## src/hw/rtl/mrf_pkg.sv

```systemverilog
// shared types, codes and crc helper for the modbus rtu request framer
package mrf_pkg;

    // item kinds on the input channel
    localparam logic OP_HEADER = 1'b0;
    localparam logic OP_DATA   = 1'b1;

    // configuration register indexes
    localparam logic CFG_SLAVE_ADDR = 1'b0;
    localparam logic CFG_MAX_FRAME  = 1'b1;

    // modbus function codes
    localparam logic [7:0] FC_READ_COILS    = 8'd1;
    localparam logic [7:0] FC_READ_INPUTS   = 8'd2;
    localparam logic [7:0] FC_READ_HOLDING  = 8'd3;
    localparam logic [7:0] FC_READ_INPUT_RG = 8'd4;
    localparam logic [7:0] FC_WRITE_COIL    = 8'd5;
    localparam logic [7:0] FC_WRITE_REG     = 8'd6;
    localparam logic [7:0] FC_WRITE_COILS   = 8'd15;
    localparam logic [7:0] FC_WRITE_REGS    = 8'd16;

    localparam logic [15:0] COIL_ON_WORD  = 16'hFF00;
    localparam logic [15:0] COIL_OFF_WORD = 16'h0000;
    localparam logic [15:0] CRC_INIT      = 16'hFFFF;
    localparam logic [15:0] CRC_POLY      = 16'hA001;

    // rtu frame limit and fixed frame overheads
    localparam logic [17:0] RTU_MAX_FRAME = 18'd256;
    localparam logic [17:0] FIXED_LEN     = 18'd8;
    localparam logic [17:0] MULTI_LEN     = 18'd9;

    localparam logic [2:0] HDR_BYTES   = 3'd6;
    localparam logic [2:0] MULTI_BYTES = 3'd7;
    localparam logic [2:0] LAST_BIT    = 3'd7;

    typedef enum logic [1:0] {
        KIND_NONE,
        KIND_COILS,
        KIND_REGS
    } frame_kind_t;

    typedef enum logic [1:0] {
        STAT_OK,
        STAT_BAD_FUNC,
        STAT_TOO_LONG,
        STAT_ORDER
    } status_t;

    // one command from front to back: up to seven bytes, an optional crc, or an error
    typedef struct packed {
        logic             err;
        status_t          status;
        logic [2:0]       nbytes;
        logic             append_crc;
        logic [6:0][7:0]  bytes;
    } cmd_t;

    function automatic logic [15:0] crc_byte(input logic [15:0] crc_in, input logic [7:0] b);
        logic [15:0] c;
        c = crc_in ^ {8'h00, b};
        for (int k = 0; k < 8; k++)
        begin
            if (c[0])
            begin
                c = (c >> 1) ^ CRC_POLY;
            end
            else
            begin
                c = c >> 1;
            end
        end
        return c;
    endfunction

endpackage

```

## src/hw/rtl/mrf_front.sv

```systemverilog
// front end: accepts items, checks them, tracks the open frame and issues byte commands
module mrf_front (
    input  logic          clk,
    input  logic          rst_n,
    input  logic          in_valid,
    output logic          in_ready,
    input  logic          opcode,
    input  logic [7:0]    function_code,
    input  logic [15:0]   start_address,
    input  logic [15:0]   quantity,
    input  logic [15:0]   value,
    input  logic [7:0]    slave_address,
    input  logic [8:0]    max_frame_bytes,
    input  logic          q_full,
    output logic          push,
    output mrf_pkg::cmd_t cmd
);
    import mrf_pkg::*;

    frame_kind_t kind_reg, kind_next;
    logic [15:0] remain_reg, remain_next;
    logic [7:0]  pack_reg, pack_next;
    logic [2:0]  bitpos_reg, bitpos_next;

    logic        accept;
    logic [16:0] qty_round;
    logic [13:0] coil_bytes;
    logic [17:0] frame_len;
    logic        too_long;
    logic        known_fc;
    logic        multi;
    logic [15:0] word2;
    logic [15:0] remain_dec;
    logic [7:0]  pack_set;
    logic        emit;

    assign in_ready = !q_full;
    assign accept   = in_valid && in_ready;

    always_comb
    begin
        qty_round  = {1'b0, quantity} + 17'd7;
        coil_bytes = qty_round[16:3];
        multi      = (function_code == FC_WRITE_COILS) || (function_code == FC_WRITE_REGS);
        known_fc   = multi || ((function_code >= FC_READ_COILS) &&
                               (function_code <= FC_WRITE_REG));
        if (function_code == FC_WRITE_COILS)
        begin
            frame_len = MULTI_LEN + {4'b0, coil_bytes};
        end
        else if (function_code == FC_WRITE_REGS)
        begin
            frame_len = MULTI_LEN + {1'b0, quantity, 1'b0};
        end
        else
        begin
            frame_len = FIXED_LEN;
        end
        too_long = (frame_len > {9'b0, max_frame_bytes}) || (frame_len > RTU_MAX_FRAME);

        if (function_code == FC_WRITE_COIL)
        begin
            word2 = (value != 16'h0000) ? COIL_ON_WORD : COIL_OFF_WORD;
        end
        else if (function_code == FC_WRITE_REG)
        begin
            word2 = value;
        end
        else
        begin
            word2 = quantity;
        end

        remain_dec = remain_reg - 16'd1;
        pack_set   = pack_reg | ({7'b0, (value != 16'h0000)} << bitpos_reg);

        kind_next   = kind_reg;
        remain_next = remain_reg;
        pack_next   = pack_reg;
        bitpos_next = bitpos_reg;
        cmd         = '0;
        emit        = 1'b0;

        case (opcode)
            OP_HEADER:
            begin
                emit = 1'b1;
                if (kind_reg != KIND_NONE)
                begin
                    cmd.err    = 1'b1;
                    cmd.status = STAT_ORDER;
                end
                else if (!known_fc)
                begin
                    cmd.err    = 1'b1;
                    cmd.status = STAT_BAD_FUNC;
                end
                else if (too_long)
                begin
                    cmd.err    = 1'b1;
                    cmd.status = STAT_TOO_LONG;
                end
                else
                begin
                    cmd.bytes[0] = slave_address;
                    cmd.bytes[1] = function_code;
                    cmd.bytes[2] = start_address[15:8];
                    cmd.bytes[3] = start_address[7:0];
                    cmd.bytes[4] = word2[15:8];
                    cmd.bytes[5] = word2[7:0];
                    // byte count is frame length less nine, always below 248
                    cmd.bytes[6] = (function_code == FC_WRITE_COILS) ? coil_bytes[7:0]
                                                                   : {quantity[6:0], 1'b0};
                    cmd.nbytes     = multi ? MULTI_BYTES : HDR_BYTES;
                    cmd.append_crc = !multi || (quantity == 16'h0000);
                    if (multi && (quantity != 16'h0000))
                    begin
                        kind_next   = (function_code == FC_WRITE_COILS) ? KIND_COILS : KIND_REGS;
                        remain_next = quantity;
                        pack_next   = 8'h00;
                        bitpos_next = 3'd0;
                    end
                end
            end
            OP_DATA:
            begin
                case (kind_reg)
                    KIND_COILS:
                    begin
                        remain_next = remain_dec;
                        if ((bitpos_reg == LAST_BIT) || (remain_dec == 16'h0000))
                        begin
                            emit         = 1'b1;
                            cmd.bytes[0] = pack_set;
                            cmd.nbytes   = 3'd1;
                            pack_next    = 8'h00;
                            bitpos_next  = 3'd0;
                        end
                        else
                        begin
                            pack_next   = pack_set;
                            bitpos_next = bitpos_reg + 3'd1;
                        end
                        if (remain_dec == 16'h0000)
                        begin
                            cmd.append_crc = 1'b1;
                            kind_next      = KIND_NONE;
                        end
                    end
                    KIND_REGS:
                    begin
                        emit         = 1'b1;
                        cmd.bytes[0] = value[15:8];
                        cmd.bytes[1] = value[7:0];
                        cmd.nbytes   = 3'd2;
                        remain_next  = remain_dec;
                        if (remain_dec == 16'h0000)
                        begin
                            cmd.append_crc = 1'b1;
                            kind_next      = KIND_NONE;
                        end
                    end
                    default:
                    begin
                        emit       = 1'b1;
                        cmd.err    = 1'b1;
                        cmd.status = STAT_ORDER;
                    end
                endcase
            end
            default:
            begin
                emit = 1'b0;
            end
        endcase

        // any error closes the open frame
        if (cmd.err)
        begin
            kind_next   = KIND_NONE;
            remain_next = 16'h0000;
            pack_next   = 8'h00;
            bitpos_next = 3'd0;
        end
    end

    assign push = accept && emit;

    always_ff @(posedge clk or negedge rst_n)
    begin
        if (!rst_n)
        begin
            kind_reg   <= KIND_NONE;
            remain_reg <= 16'h0000;
            pack_reg   <= 8'h00;
            bitpos_reg <= 3'd0;
        end
        else if (accept)
        begin
            kind_reg   <= kind_next;
            remain_reg <= remain_next;
            pack_reg   <= pack_next;
            bitpos_reg <= bitpos_next;
        end
    end

endmodule

```

## src/hw/rtl/mrf_cmd_queue.sv

```systemverilog
// short command queue between front and back
module mrf_cmd_queue #(
    parameter int DEPTH = 4
) (
    input  logic                         clk,
    input  logic                         rst_n,
    input  logic                         push,
    input  mrf_pkg::cmd_t                cmd_in,
    input  logic                         pop,
    output mrf_pkg::cmd_t                cmd_out,
    output logic                         full,
    output logic                         empty,
    output logic [$clog2(DEPTH+1)-1:0]   level
);
    import mrf_pkg::*;

    localparam int PTR_W = (DEPTH > 1) ? $clog2(DEPTH) : 1;
    localparam int LVL_W = $clog2(DEPTH + 1);
    localparam logic [PTR_W-1:0] LAST_PTR = PTR_W'(DEPTH - 1);

    cmd_t             slots_reg [DEPTH];
    logic [PTR_W-1:0] wr_ptr_reg, rd_ptr_reg;
    logic [LVL_W-1:0] count_reg;
    logic             do_push, do_pop;

    assign full    = (count_reg == LVL_W'(DEPTH));
    assign empty   = (count_reg == '0);
    assign level   = count_reg;
    assign do_push = push && !full;
    assign do_pop  = pop && !empty;
    assign cmd_out = slots_reg[rd_ptr_reg];

    always_ff @(posedge clk)
    begin
        if (do_push)
        begin
            slots_reg[wr_ptr_reg] <= cmd_in;
        end
    end

    always_ff @(posedge clk or negedge rst_n)
    begin
        if (!rst_n)
        begin
            wr_ptr_reg <= '0;
            rd_ptr_reg <= '0;
            count_reg  <= '0;
        end
        else
        begin
            if (do_push)
            begin
                wr_ptr_reg <= (wr_ptr_reg == LAST_PTR) ? '0 : wr_ptr_reg + PTR_W'(1);
            end
            if (do_pop)
            begin
                rd_ptr_reg <= (rd_ptr_reg == LAST_PTR) ? '0 : rd_ptr_reg + PTR_W'(1);
            end
            if (do_push && !do_pop)
            begin
                count_reg <= count_reg + LVL_W'(1);
            end
            else if (do_pop && !do_push)
            begin
                count_reg <= count_reg - LVL_W'(1);
            end
        end
    end

endmodule

```

## src/hw/rtl/mrf_back.sv

```systemverilog
// back end: walks each command byte by byte, runs the crc and drives the output register
module mrf_back (
    input  logic          clk,
    input  logic          rst_n,
    input  mrf_pkg::cmd_t cmd,
    input  logic          q_empty,
    output logic          pop,
    output logic          out_valid,
    input  logic          out_ready,
    output logic [7:0]    frame_byte,
    output logic          last_byte,
    output logic [1:0]    status
);
    import mrf_pkg::*;

    logic [3:0]  idx_reg, idx_next;
    logic [15:0] crc_reg, crc_next;
    logic        out_valid_reg;
    logic [7:0]  byte_reg, byte_sel;
    logic        last_reg, last_sel;
    status_t     status_reg, status_sel;
    logic        adv, fire;
    logic [3:0]  nb;

    assign adv  = !out_valid_reg || out_ready;
    assign fire = adv && !q_empty;
    assign nb   = {1'b0, cmd.nbytes};

    always_comb
    begin
        byte_sel   = 8'h00;
        last_sel   = 1'b0;
        status_sel = STAT_OK;
        idx_next   = idx_reg;
        crc_next   = crc_reg;
        pop        = 1'b0;
        if (cmd.err)
        begin
            last_sel   = 1'b1;
            status_sel = cmd.status;
            crc_next   = CRC_INIT;
            idx_next   = 4'd0;
            pop        = 1'b1;
        end
        else if (idx_reg < nb)
        begin
            byte_sel = cmd.bytes[idx_reg[2:0]];
            crc_next = crc_byte(crc_reg, byte_sel);
            if ((idx_reg == nb - 4'd1) && !cmd.append_crc)
            begin
                idx_next = 4'd0;
                pop      = 1'b1;
            end
            else
            begin
                idx_next = idx_reg + 4'd1;
            end
        end
        else if (idx_reg == nb)
        begin
            // crc goes out low byte first
            byte_sel = crc_reg[7:0];
            idx_next = idx_reg + 4'd1;
        end
        else
        begin
            byte_sel = crc_reg[15:8];
            last_sel = 1'b1;
            crc_next = CRC_INIT;
            idx_next = 4'd0;
            pop      = 1'b1;
        end
        if (!fire)
        begin
            pop      = 1'b0;
            idx_next = idx_reg;
            crc_next = crc_reg;
        end
    end

    always_ff @(posedge clk or negedge rst_n)
    begin
        if (!rst_n)
        begin
            idx_reg       <= 4'd0;
            crc_reg       <= CRC_INIT;
            out_valid_reg <= 1'b0;
        end
        else
        begin
            idx_reg <= idx_next;
            crc_reg <= crc_next;
            if (adv)
            begin
                out_valid_reg <= fire;
            end
        end
    end

    always_ff @(posedge clk)
    begin
        if (fire)
        begin
            byte_reg   <= byte_sel;
            last_reg   <= last_sel;
            status_reg <= status_sel;
        end
    end

    assign out_valid  = out_valid_reg;
    assign frame_byte = byte_reg;
    assign last_byte  = last_reg;
    assign status     = status_reg;

endmodule

```

## src/hw/rtl/modbus_rtu_request_framer.sv

```systemverilog
// top level of the modbus rtu request framer: config registers, front, queue and back
//
// usage:
//   input channel (in_valid/in_ready): a header item (opcode 0) opens a request;
//   for function codes 15 and 16 it is followed by quantity data items (opcode 1)
//   output channel (out_valid/out_ready): one frame byte per item, crc low byte
//   first, last_byte marks the final crc byte; an error gives a single zero byte
//   with last_byte set and a nonzero status
//   config port: cfg_write with cfg_index 0 sets the slave address, 1 the
//   frame length limit; write only while the block is idle
// timing:
//   with the queue and output empty, the first byte of an item is valid one cycle
//   after the item is accepted and can be taken at the second edge
//   the back end sends one byte per cycle: a read or single write takes 8 cycles,
//   a multi-write header 7 (9 when empty), a register item 2 (4 with the crc),
//   a coil item 0 or 1 (3 with the crc); the output byte rate is set by the back
//   end's single byte lane
//   the front takes one item per cycle while the command queue has room, so short
//   data items keep flowing while a header is still draining
// reset: no frame open, crc at ffff, queue and output empty, slave address 1,
//   frame limit 256
// stall: with out_ready low the output byte holds, the back end waits, and
//   the front keeps accepting until the queue fills, then drops in_ready
module modbus_rtu_request_framer #(
    parameter int QUEUE_DEPTH = 4
) (
    input  logic        clk,
    input  logic        rst_n,
    input  logic        in_valid,
    output logic        in_ready,
    input  logic        opcode,
    input  logic [7:0]  function_code,
    input  logic [15:0] start_address,
    input  logic [15:0] quantity,
    input  logic [15:0] value,
    output logic        out_valid,
    input  logic        out_ready,
    output logic [7:0]  frame_byte,
    output logic        last_byte,
    output logic [1:0]  status,
    input  logic        cfg_write,
    input  logic        cfg_index,
    input  logic [8:0]  cfg_data
);
    import mrf_pkg::*;

    localparam int LVL_W = $clog2(QUEUE_DEPTH + 1);

    // configuration registers
    logic [7:0] slave_addr_reg;
    logic [8:0] max_frame_reg;

    // front to queue to back
    cmd_t             front_cmd, head_cmd;
    logic             push, pop;
    logic             q_full, q_empty;
    logic [LVL_W-1:0] q_level;

    always_ff @(posedge clk or negedge rst_n)
    begin
        if (!rst_n)
        begin
            slave_addr_reg <= 8'd1;
            max_frame_reg  <= 9'd256;
        end
        else if (cfg_write)
        begin
            case (cfg_index)
                CFG_SLAVE_ADDR: slave_addr_reg <= cfg_data[7:0];
                CFG_MAX_FRAME:  max_frame_reg  <= cfg_data;
                default:        slave_addr_reg <= slave_addr_reg;
            endcase
        end
    end

    // classify items and keep the open-frame state
    mrf_front u_front (
        .clk             (clk),
        .rst_n           (rst_n),
        .in_valid        (in_valid),
        .in_ready        (in_ready),
        .opcode          (opcode),
        .function_code   (function_code),
        .start_address   (start_address),
        .quantity        (quantity),
        .value           (value),
        .slave_address   (slave_addr_reg),
        .max_frame_bytes (max_frame_reg),
        .q_full          (q_full),
        .push            (push),
        .cmd             (front_cmd)
    );

    // decouples item intake from byte output
    mrf_cmd_queue #(
        .DEPTH (QUEUE_DEPTH)
    ) u_queue (
        .clk     (clk),
        .rst_n   (rst_n),
        .push    (push),
        .cmd_in  (front_cmd),
        .pop     (pop),
        .cmd_out (head_cmd),
        .full    (q_full),
        .empty   (q_empty),
        .level   (q_level)
    );

    // byte sequencer with crc and output register
    mrf_back u_back (
        .clk        (clk),
        .rst_n      (rst_n),
        .cmd        (head_cmd),
        .q_empty    (q_empty),
        .pop        (pop),
        .out_valid  (out_valid),
        .out_ready  (out_ready),
        .frame_byte (frame_byte),
        .last_byte  (last_byte),
        .status     (status)
    );

    // an error item is always a single closing zero byte
    assert property (@(posedge clk) disable iff (!rst_n)
        out_valid && (status != STAT_OK) |-> last_byte && (frame_byte == 8'h00))
    else $error("error item is not a closing zero byte");

    // queue occupancy never exceeds its depth
    assert property (@(posedge clk) disable iff (!rst_n)
        q_level <= LVL_W'(QUEUE_DEPTH))
    else $error("command queue overfilled");

    // a command pushed into an empty queue is visible to the back end next cycle
    assert property (@(posedge clk) disable iff (!rst_n)
        push && q_empty |=> !q_empty)
    else $error("pushed command lost");

    // the front stalls only when the queue is full
    assert property (@(posedge clk) disable iff (!rst_n)
        !in_ready |-> q_full)
    else $error("input stalled with room in the queue");

endmodule
```

## config.mk

```make
export PLATFORM = sky130hd
export DESIGN_NAME = modbus_rtu_request_framer
export DESIGN_NICKNAME = d
export VERILOG_FILES = /design/src/hw/rtl/mrf_pkg.sv /design/src/hw/rtl/mrf_front.sv /design/src/hw/rtl/mrf_cmd_queue.sv /design/src/hw/rtl/mrf_back.sv /design/src/hw/rtl/modbus_rtu_request_framer.sv
export SDC_FILE = /design/constraint.sdc
export NUM_CORES = 1
export LEC_CHECK = 0
export BUFFER_PORTS_ARGS = -buffer_cell sky130_fd_sc_hd__buf_2
export CORE_MARGIN = 8
export CORE_UTILIZATION = 45
export DETAILED_ROUTE_END_ITERATION = 8
export PLACE_DENSITY = 0.68
export SLEW_MARGIN = 10
export SYNTH_ARGS = -nofsm -noshare
export SYNTH_HDL_FRONTEND = slang
export SYNTH_HIERARCHICAL = 1
export SYNTH_SLANG_ARGS = --single-unit
```

## constraint.sdc

```tcl
create_clock -name clk -period 4.9 [get_ports clk]
set_input_delay 1.47 -clock clk [delete_from_list [all_inputs] [get_ports clk]]
set_output_delay 1.47 -clock clk [all_outputs]
set_load 0.02 [all_outputs]
```

# --- Word-level counts from Yosys, hierarchy flattened ---
# Memories as Yosys holds them, arrays and structs flattened.
# Cells that the tools add are included.
op_classes:
  eq_ne: 20
  bitwise_logic: 12
  n_reduce_logical: 37
  add_sub_neg: 11
  muxes: 103
  magnitude_cmp: 6
  n_shift: 1
op_table:
  columns: ["op", "n"]
  rows:
  - ["two-way mux 16 bit", 34]
  - ["two-way mux 60 bit", 3]
  - ["two-way mux 8 bit", 13]
  - ["one-hot mux 16 bit (2 select lines)", 2]
  - ["two-way mux 40 bit", 1]
  - ["two-way mux 3 bit", 13]
  - ["two-way mux 18 bit", 2]
  - ["zero test 16 bit", 2]
  - ["one-hot mux 8 bit (2 select lines)", 2]
  - ["nonzero test 16 bit", 2]
  - ["binary-select mux 8 bit (select 3 bit)", 1]
  - ["NOT 2 -> 3 bit", 8]
  - ["two-way mux 2 bit", 10]
  - ["adder 4 x 17 -> 18 bit (first input constant)", 1]
  - ["> comparator 18 x 9 -> 1 bit", 1]
  - ["> comparator 18 x 9 -> 1 bit (second input constant)", 1]
  - ["adder 16 x 3 -> 17 bit (second input constant)", 1]
  - ["equality test 8 x 3 -> 1 bit (second input constant)", 2]
  - ["two-way mux 4 bit", 4]
  - ["subtractor 16 x 1 -> 16 bit (second input constant)", 1]
  - ["XOR 16 x 8 -> 16 bit", 1]
  - ["adder 4 x 14 -> 15 bit (first input constant)", 1]
  - ["one-hot mux 7 bit (2 select lines)", 1]
  - ["two-way mux 1 bit", 13]
  - ["other kinds (33)", 70]
word_totals:
  out_inout_bits: 13
  ram_bits: 252
  mem_count: 1
  register_bits: 85
mem_list:
  columns: ["name", "depth", "width", "read_ports", "rd_ports_with_merged_regs", "wr", "line_no", "text"]
  rows:
  - ["u_queue.slots_reg", 4, 63, 1, 0, 1, "mrf_cmd_queue.sv:21", "cmd_t slots_reg [DEPTH];"]

# --- Longest topological paths before layout ---
# An unclocked memory read counts as a cell.
depth:
  ltp_word: 36
  depth_mapped: 22
  mapped_depth_nobuf: 20

# --- Modules after synthesis ---
# Netlist, hierarchy kept.
modules_own_cells:
  columns: ["mod", "instances", "cells_per_inst", "area_each_um2"]
  rows:
  - ["mrf_cmd_queue", 1, 366, 9536.6]
  - ["mrf_front", 1, 587, 4176.5]
  - ["mrf_back", 1, 216, 2356.0]
  - ["modbus_rtu_request_framer", 1, 37, 653.1]

# --- Worst setup path after synthesis ---
# Ideal clock, no wire load.
synth_path:
  path_type: "input-to-reg"
  from: "input port quantity[2]"
  to: "memory u_queue/slots_reg[0][6] in the netlist's numbering (data pin)"
  path_stages: 21
  t_required_ns: 4.628
  path_slack_ns: -1.125
  setup_time_ns: 0.272
  arrival_time_ns: 5.753
  path_cell_list: "clkbuf_1 -> inv_1 -> ha_1 -> o21a_1 -> nor2_1 -> xnor2_1 -> ha_1 -> inv_1 -> o32a_1 -> a311oi_2 -> a21oi_1 -> o31ai_1 -> ha_1 -> nand3_1 -> nor3_1 -> o32ai_1 -> nor4b_4 -> nand2_2 -> inv_2 -> buf_6 -> a221o_1"
synth_lines:
  columns: ["item", "line_no", "text"]
  rows:
  - ["start, declared", "modbus_rtu_request_framer.sv:34", "input logic [15:0] quantity,"]
  - ["end, declared", "mrf_cmd_queue.sv:21", null]

# --- Worst setup path in the final report ---
layout_path:
  from: "input port quantity[2]"
  to: "register u_front.bitpos_reg[0]"
layout_via:
  elab_chain_cells: 11
layout_lines:
  columns: ["item", "line_no", "text"]
  rows:
  - ["adder 16 x 3 -> 17 bit or adder 4 x 17 -> 18 bit (tied branches)", "mrf_front.sv:42, mrf_front.sv:53", null]
  - ["adder 4 x 14 -> 15 bit or two-way mux 18 bit (tied branches)", "mrf_front.sv:49, mrf_front.sv:51", null]
  - ["two-way mux 18 bit", "mrf_front.sv:47", "if (function_code == FC_WRITE_COILS)"]
  - ["> comparator 18 x 9 -> 1 bit", "mrf_front.sv:59", "too_long = (frame_len > {9'b0, max_frame_bytes}) || (frame_len > RTU_MAX_FRAME);"]
  - ["logical OR 1 bit", "mrf_front.sv:59", null]
  - ["two-way mux 3 bit", "mrf_front.sv:98", "else if (too_long)"]
  - ["two-way mux 3 bit", "mrf_front.sv:93", "else if (!known_fc)"]
  - ["two-way mux 3 bit", "mrf_front.sv:88", "if (kind_reg != KIND_NONE)"]
  - ["one-hot mux 7 bit (2 select lines)", "mrf_front.sv:84", "case (opcode)"]
  - ["!= test 3 x 1 -> 1 bit (no line) or != test 3 x 2 -> 1 bit (tied branches)", null, null]
  - ["AND reduction 6 bit (no line)", null, null]
  - ["end signal, assigned", "mrf_front.sv:203", "bitpos_reg <= bitpos_next;"]
  - ["end, declared", "mrf_front.sv:23", "logic [2:0] bitpos_reg, bitpos_next;"]
# Parallel ways exist; a longest one is shown, timed or not.
# A chain may end at the register's enable or synchronous reset.

==> reports/qor.csv <==
metric;value;unit
routed len/inst;23.1;um
reg-to-reg critical path startpoint;u_front/remain_reg[4];
routed vias/inst;6.02;
number of sinks on the clock net;337;
Static Leak;7.66;nW
Horiz. Die Dim;209;um
initial antenna violation count;0;
Warnings, synthesis;6;
total number of placement rows;70;
weighted congestion reported at the end of routability-driven placement;0.965;
relative slew slack;0.326;
total routing resource utilization after global routing;0.198;
number of inserted filler cells in the final layout;2928;
count of buffers from port buffering;84;
worst-case register-to-register setup slack;370;ps
Final Cycle Share;1.04;
Async SR Flop Fraction;0.220;
signed area change from the synthesized netlist to the final layout;21.8;%
max-capacitance violation count;0;
average footprint of a synthesized cell;13.9;um^2
simple-gate share of the synthesized area;0.101;
sequential share of the synthesized area;0.584;
critical path peak fanout;7;
via count of the first global-routing pass;11500;
CTS root buffer;sky130_fd_sc_hd__clkbuf_16;
Main synth FF type;sky130_fd_sc_hd__edfxtp_1;
setup slack of the critical path after layout;-186;ps
critical path capture point type;flop;
kind of critical path;in -> reg;
violated checks;setup timing;
total vias in the final route;11500;
maximum vdd ir drop;0.000327;V
leading post-synthesis cells by instance count;263 x sky130_fd_sc_hd__edfxtp_1, 69 x sky130_fd_sc_hd__nor2_1, 63 x sky130_fd_sc_hd__mux4_2;
worst reg2reg endpoint;u_queue/level[2];
H-Tree Depth;2;
wirelength, routed;44100;um
remaining global-route overflow;0;
gate count after technology mapping;1206;
Cells after DPL;1818;
Hold Path End;u_front/pack_reg[3];
final number of setup-violating endpoints;232;
adder-cell share of the synthesized area;0.0251;
source-to-sink clock delay at the later pin of the worst-skew pair;540;ps
DIE HEIGHT;209;um
ranking of synthesized cells by area;sky130_fd_sc_hd__edfxtp_1 47%, sky130_fd_sc_hd__mux4_2 8.5%, sky130_fd_sc_hd__dfrtp_1 8.4%;
main combinational cell family by area after synthesis;multiplexers;
Synth cell types;90;
synthesized area;16700;um^2
deepest clock path buffer count;3;
Hold Startpoint;u_front/pack_reg[3];
Crit path arrival time;5510;ps
Hold Buf Count CTS;0;
parity-gate share of the synthesized area counting xor and xnor cells;0.0278;
total power per unit cell area;514;nW/um^2
half-perimeter wire length of the detailed placement result;30600;um
actual slew at the worst max-slew pin;1010;ps
die footprint;43600;um^2
CTS tree;built;
final count of hold timing violations;0;
fraction of layout instances using a drive strength above 1;0.340;
number of primary I/O pins;85;
area used by multi-input combinational logic;6890;um^2
global-route wire length before repair;67400;um
register clock-pin slew on the reported worst setup and hold paths;60;ps
largest area contributor in the netlist;sky130_fd_sc_hd__edfxtp_1;
Core Area;36600;um^2
pin count of the biggest net entering global routing;75;
accumulated negative setup slack;-14420;ps
number of cells traversed by the worst hold path;2;
status;finished, violations left;
Initial DRT Pass Iterations;5;
Worst EP required;5320;ps
number of antenna repair diodes;0;
final slew viol count;0;
most repeated cell in the gate-level netlist after synthesis;sky130_fd_sc_hd__edfxtp_1;
Max Clock Freq;197;MHz
Compound-Gate Fraction of Synth Area;0.0993;
worst setup skew after layout;14.9;ps
Total Nets Final;1515;
Worst Setup Start Kind;input pin;
reg2reg path depth;14;
share of Yosys cell area claimed by the top area cell type;0.472;
starting utilization of the core area;0.457;
number of buffers created by CTS;37;
Seq cells post-synth;337;
number of enable flip-flop cells after synthesis;263;
net count of the mapped netlist;1311;
final cell count without fillers;1907;
max FFs per register;252;
Initial DRC Count;1087;
Seq. cell area;9780;um^2
share of cell area taken by muxes after synthesis;0.130;
RSZ-0062 raised after global routing;yes;
worst slack on hold paths;503;ps
count of antenna-violating nets left after detailed routing;0;
min Tclk post-route;5090;ps
type of the worst min-delay path;reg -> reg;
Remaining DRCs;0;
-- placed cells by master (no fill, tap or decap), types with 24 or more instances in the layout --
cell type / n
sky130_fd_sc_hd__edfxtp_1: 263
sky130_fd_sc_hd__and3_1: 24
sky130_fd_sc_hd__mux4_2: 63
sky130_fd_sc_hd__a21oi_1: 28
sky130_fd_sc_hd__buf_2: 81
sky130_fd_sc_hd__buf_4: 127
sky130_fd_sc_hd__clkbuf_16: 40
sky130_fd_sc_hd__nor2_1: 64
sky130_fd_sc_hd__nand2_1: 57
sky130_fd_sc_hd__dfrtp_1: 54
sky130_fd_sc_hd__o21ai_0: 28
sky130_fd_sc_hd__inv_1: 37
sky130_fd_sc_hd__o21ai_1: 24
sky130_fd_sc_hd__ha_1: 29
sky130_fd_sc_hd__mux2_2: 28
sky130_fd_sc_hd__mux2i_1: 37
-- how the worst max path moves through the flow --
stage,slack [ps],startpoint,cells after the start,end
floorplan,-590,quantity[2],21,u_queue/slots_reg[0][6]
global placement,-780,quantity[2],18,u_queue/slots_reg[0][49]
detailed placement,-810,quantity[2],19,u_queue/slots_reg[2][49]
CTS,-20,quantity[2],21,u_queue/slots_reg[3][2]
global route,-310,quantity[2],23,u_front/bitpos_reg[0]
finish,-190,quantity[2],23,u_front/bitpos_reg[0]
-- kinds of logic after synthesis --
group,after synthesis
fa+ha+maj,33
simple gates,314
xor+xnor,48
flops,337
compound gates,233
mux,133
buf+inv,108
-- cell type report --
class	count	share of cell area
inverters	40	0.00787
flip-flops and latches	337	0.480
well taps	468	0.0288
clock inverters	16	0.00676
repair buffers	233	0.0868
multi-input cells	761	0.338
clock buffers	52	0.0513
-- repair_timing --
item | 4_1_cts | 5_1_grt
resized for setup | 25 | 67
cloned | 2 | 3
pin swaps | 20 | 31
setup buffers | 12 | 6
setup endpoints to repair | 256 | 265
-- worst max-delay path, stage by stage --
cell                       delay, ps
sky130_fd_sc_hd__buf_12          100
sky130_fd_sc_hd__inv_8            30
sky130_fd_sc_hd__ha_4            150
sky130_fd_sc_hd__o21a_1          120
sky130_fd_sc_hd__nor2_2          150
sky130_fd_sc_hd__xnor2_2         140
sky130_fd_sc_hd__ha_2            220
sky130_fd_sc_hd__inv_2            40
sky130_fd_sc_hd__o32a_1          340
sky130_fd_sc_hd__a311oi_4        350
sky130_fd_sc_hd__a21oi_2         110
sky130_fd_sc_hd__o31ai_2         270
sky130_fd_sc_hd__ha_1            290
sky130_fd_sc_hd__a21o_1          230
sky130_fd_sc_hd__nor3_2          250
sky130_fd_sc_hd__o32ai_4         150
sky130_fd_sc_hd__buf_6           150
sky130_fd_sc_hd__buf_6           110
sky130_fd_sc_hd__o311ai_4        330
sky130_fd_sc_hd__buf_6           170
sky130_fd_sc_hd__buf_12          120
sky130_fd_sc_hd__nor4_4           30
sky130_fd_sc_hd__a21o_1          180
-- power by group --
part           total (mW)  switching [mW]  internal (mW)
clock network        2.68            1.12           1.56
logic                3.89            2.10           1.80
registers            3.90           0.202           3.70
total                10.5            3.42           7.05
-- per-stage QoR --
step | power [mW] | setup WS (ps) | area (um^2) | util
final | 10.5 | -186 | 20400 | 0.556
after detailed placement | 7.78 | -810 | 18600 | 0.508
after floorplan | 6.83 | -590 | 17000 | -
after global routing | 11.0 | -312 | 20400 | 0.556
after global placement | 7.73 | -784 | 18600 | 0.508
after CTS | 10.5 | -15.4 | 20000 | 0.547
-- layer usage --
metal,track usage,wire [um],vias to the layer above,part of all wire
li1,-,-,5159,-
met1,0.263,18100,5754,0.41
met2,0.319,21200,495,0.48
met3,0.0464,3640,75,0.082
met4,0.0632,1160,0,0.026
met5,0,0,-,0
No activity file was read; power rests on OpenSTA's default activity.
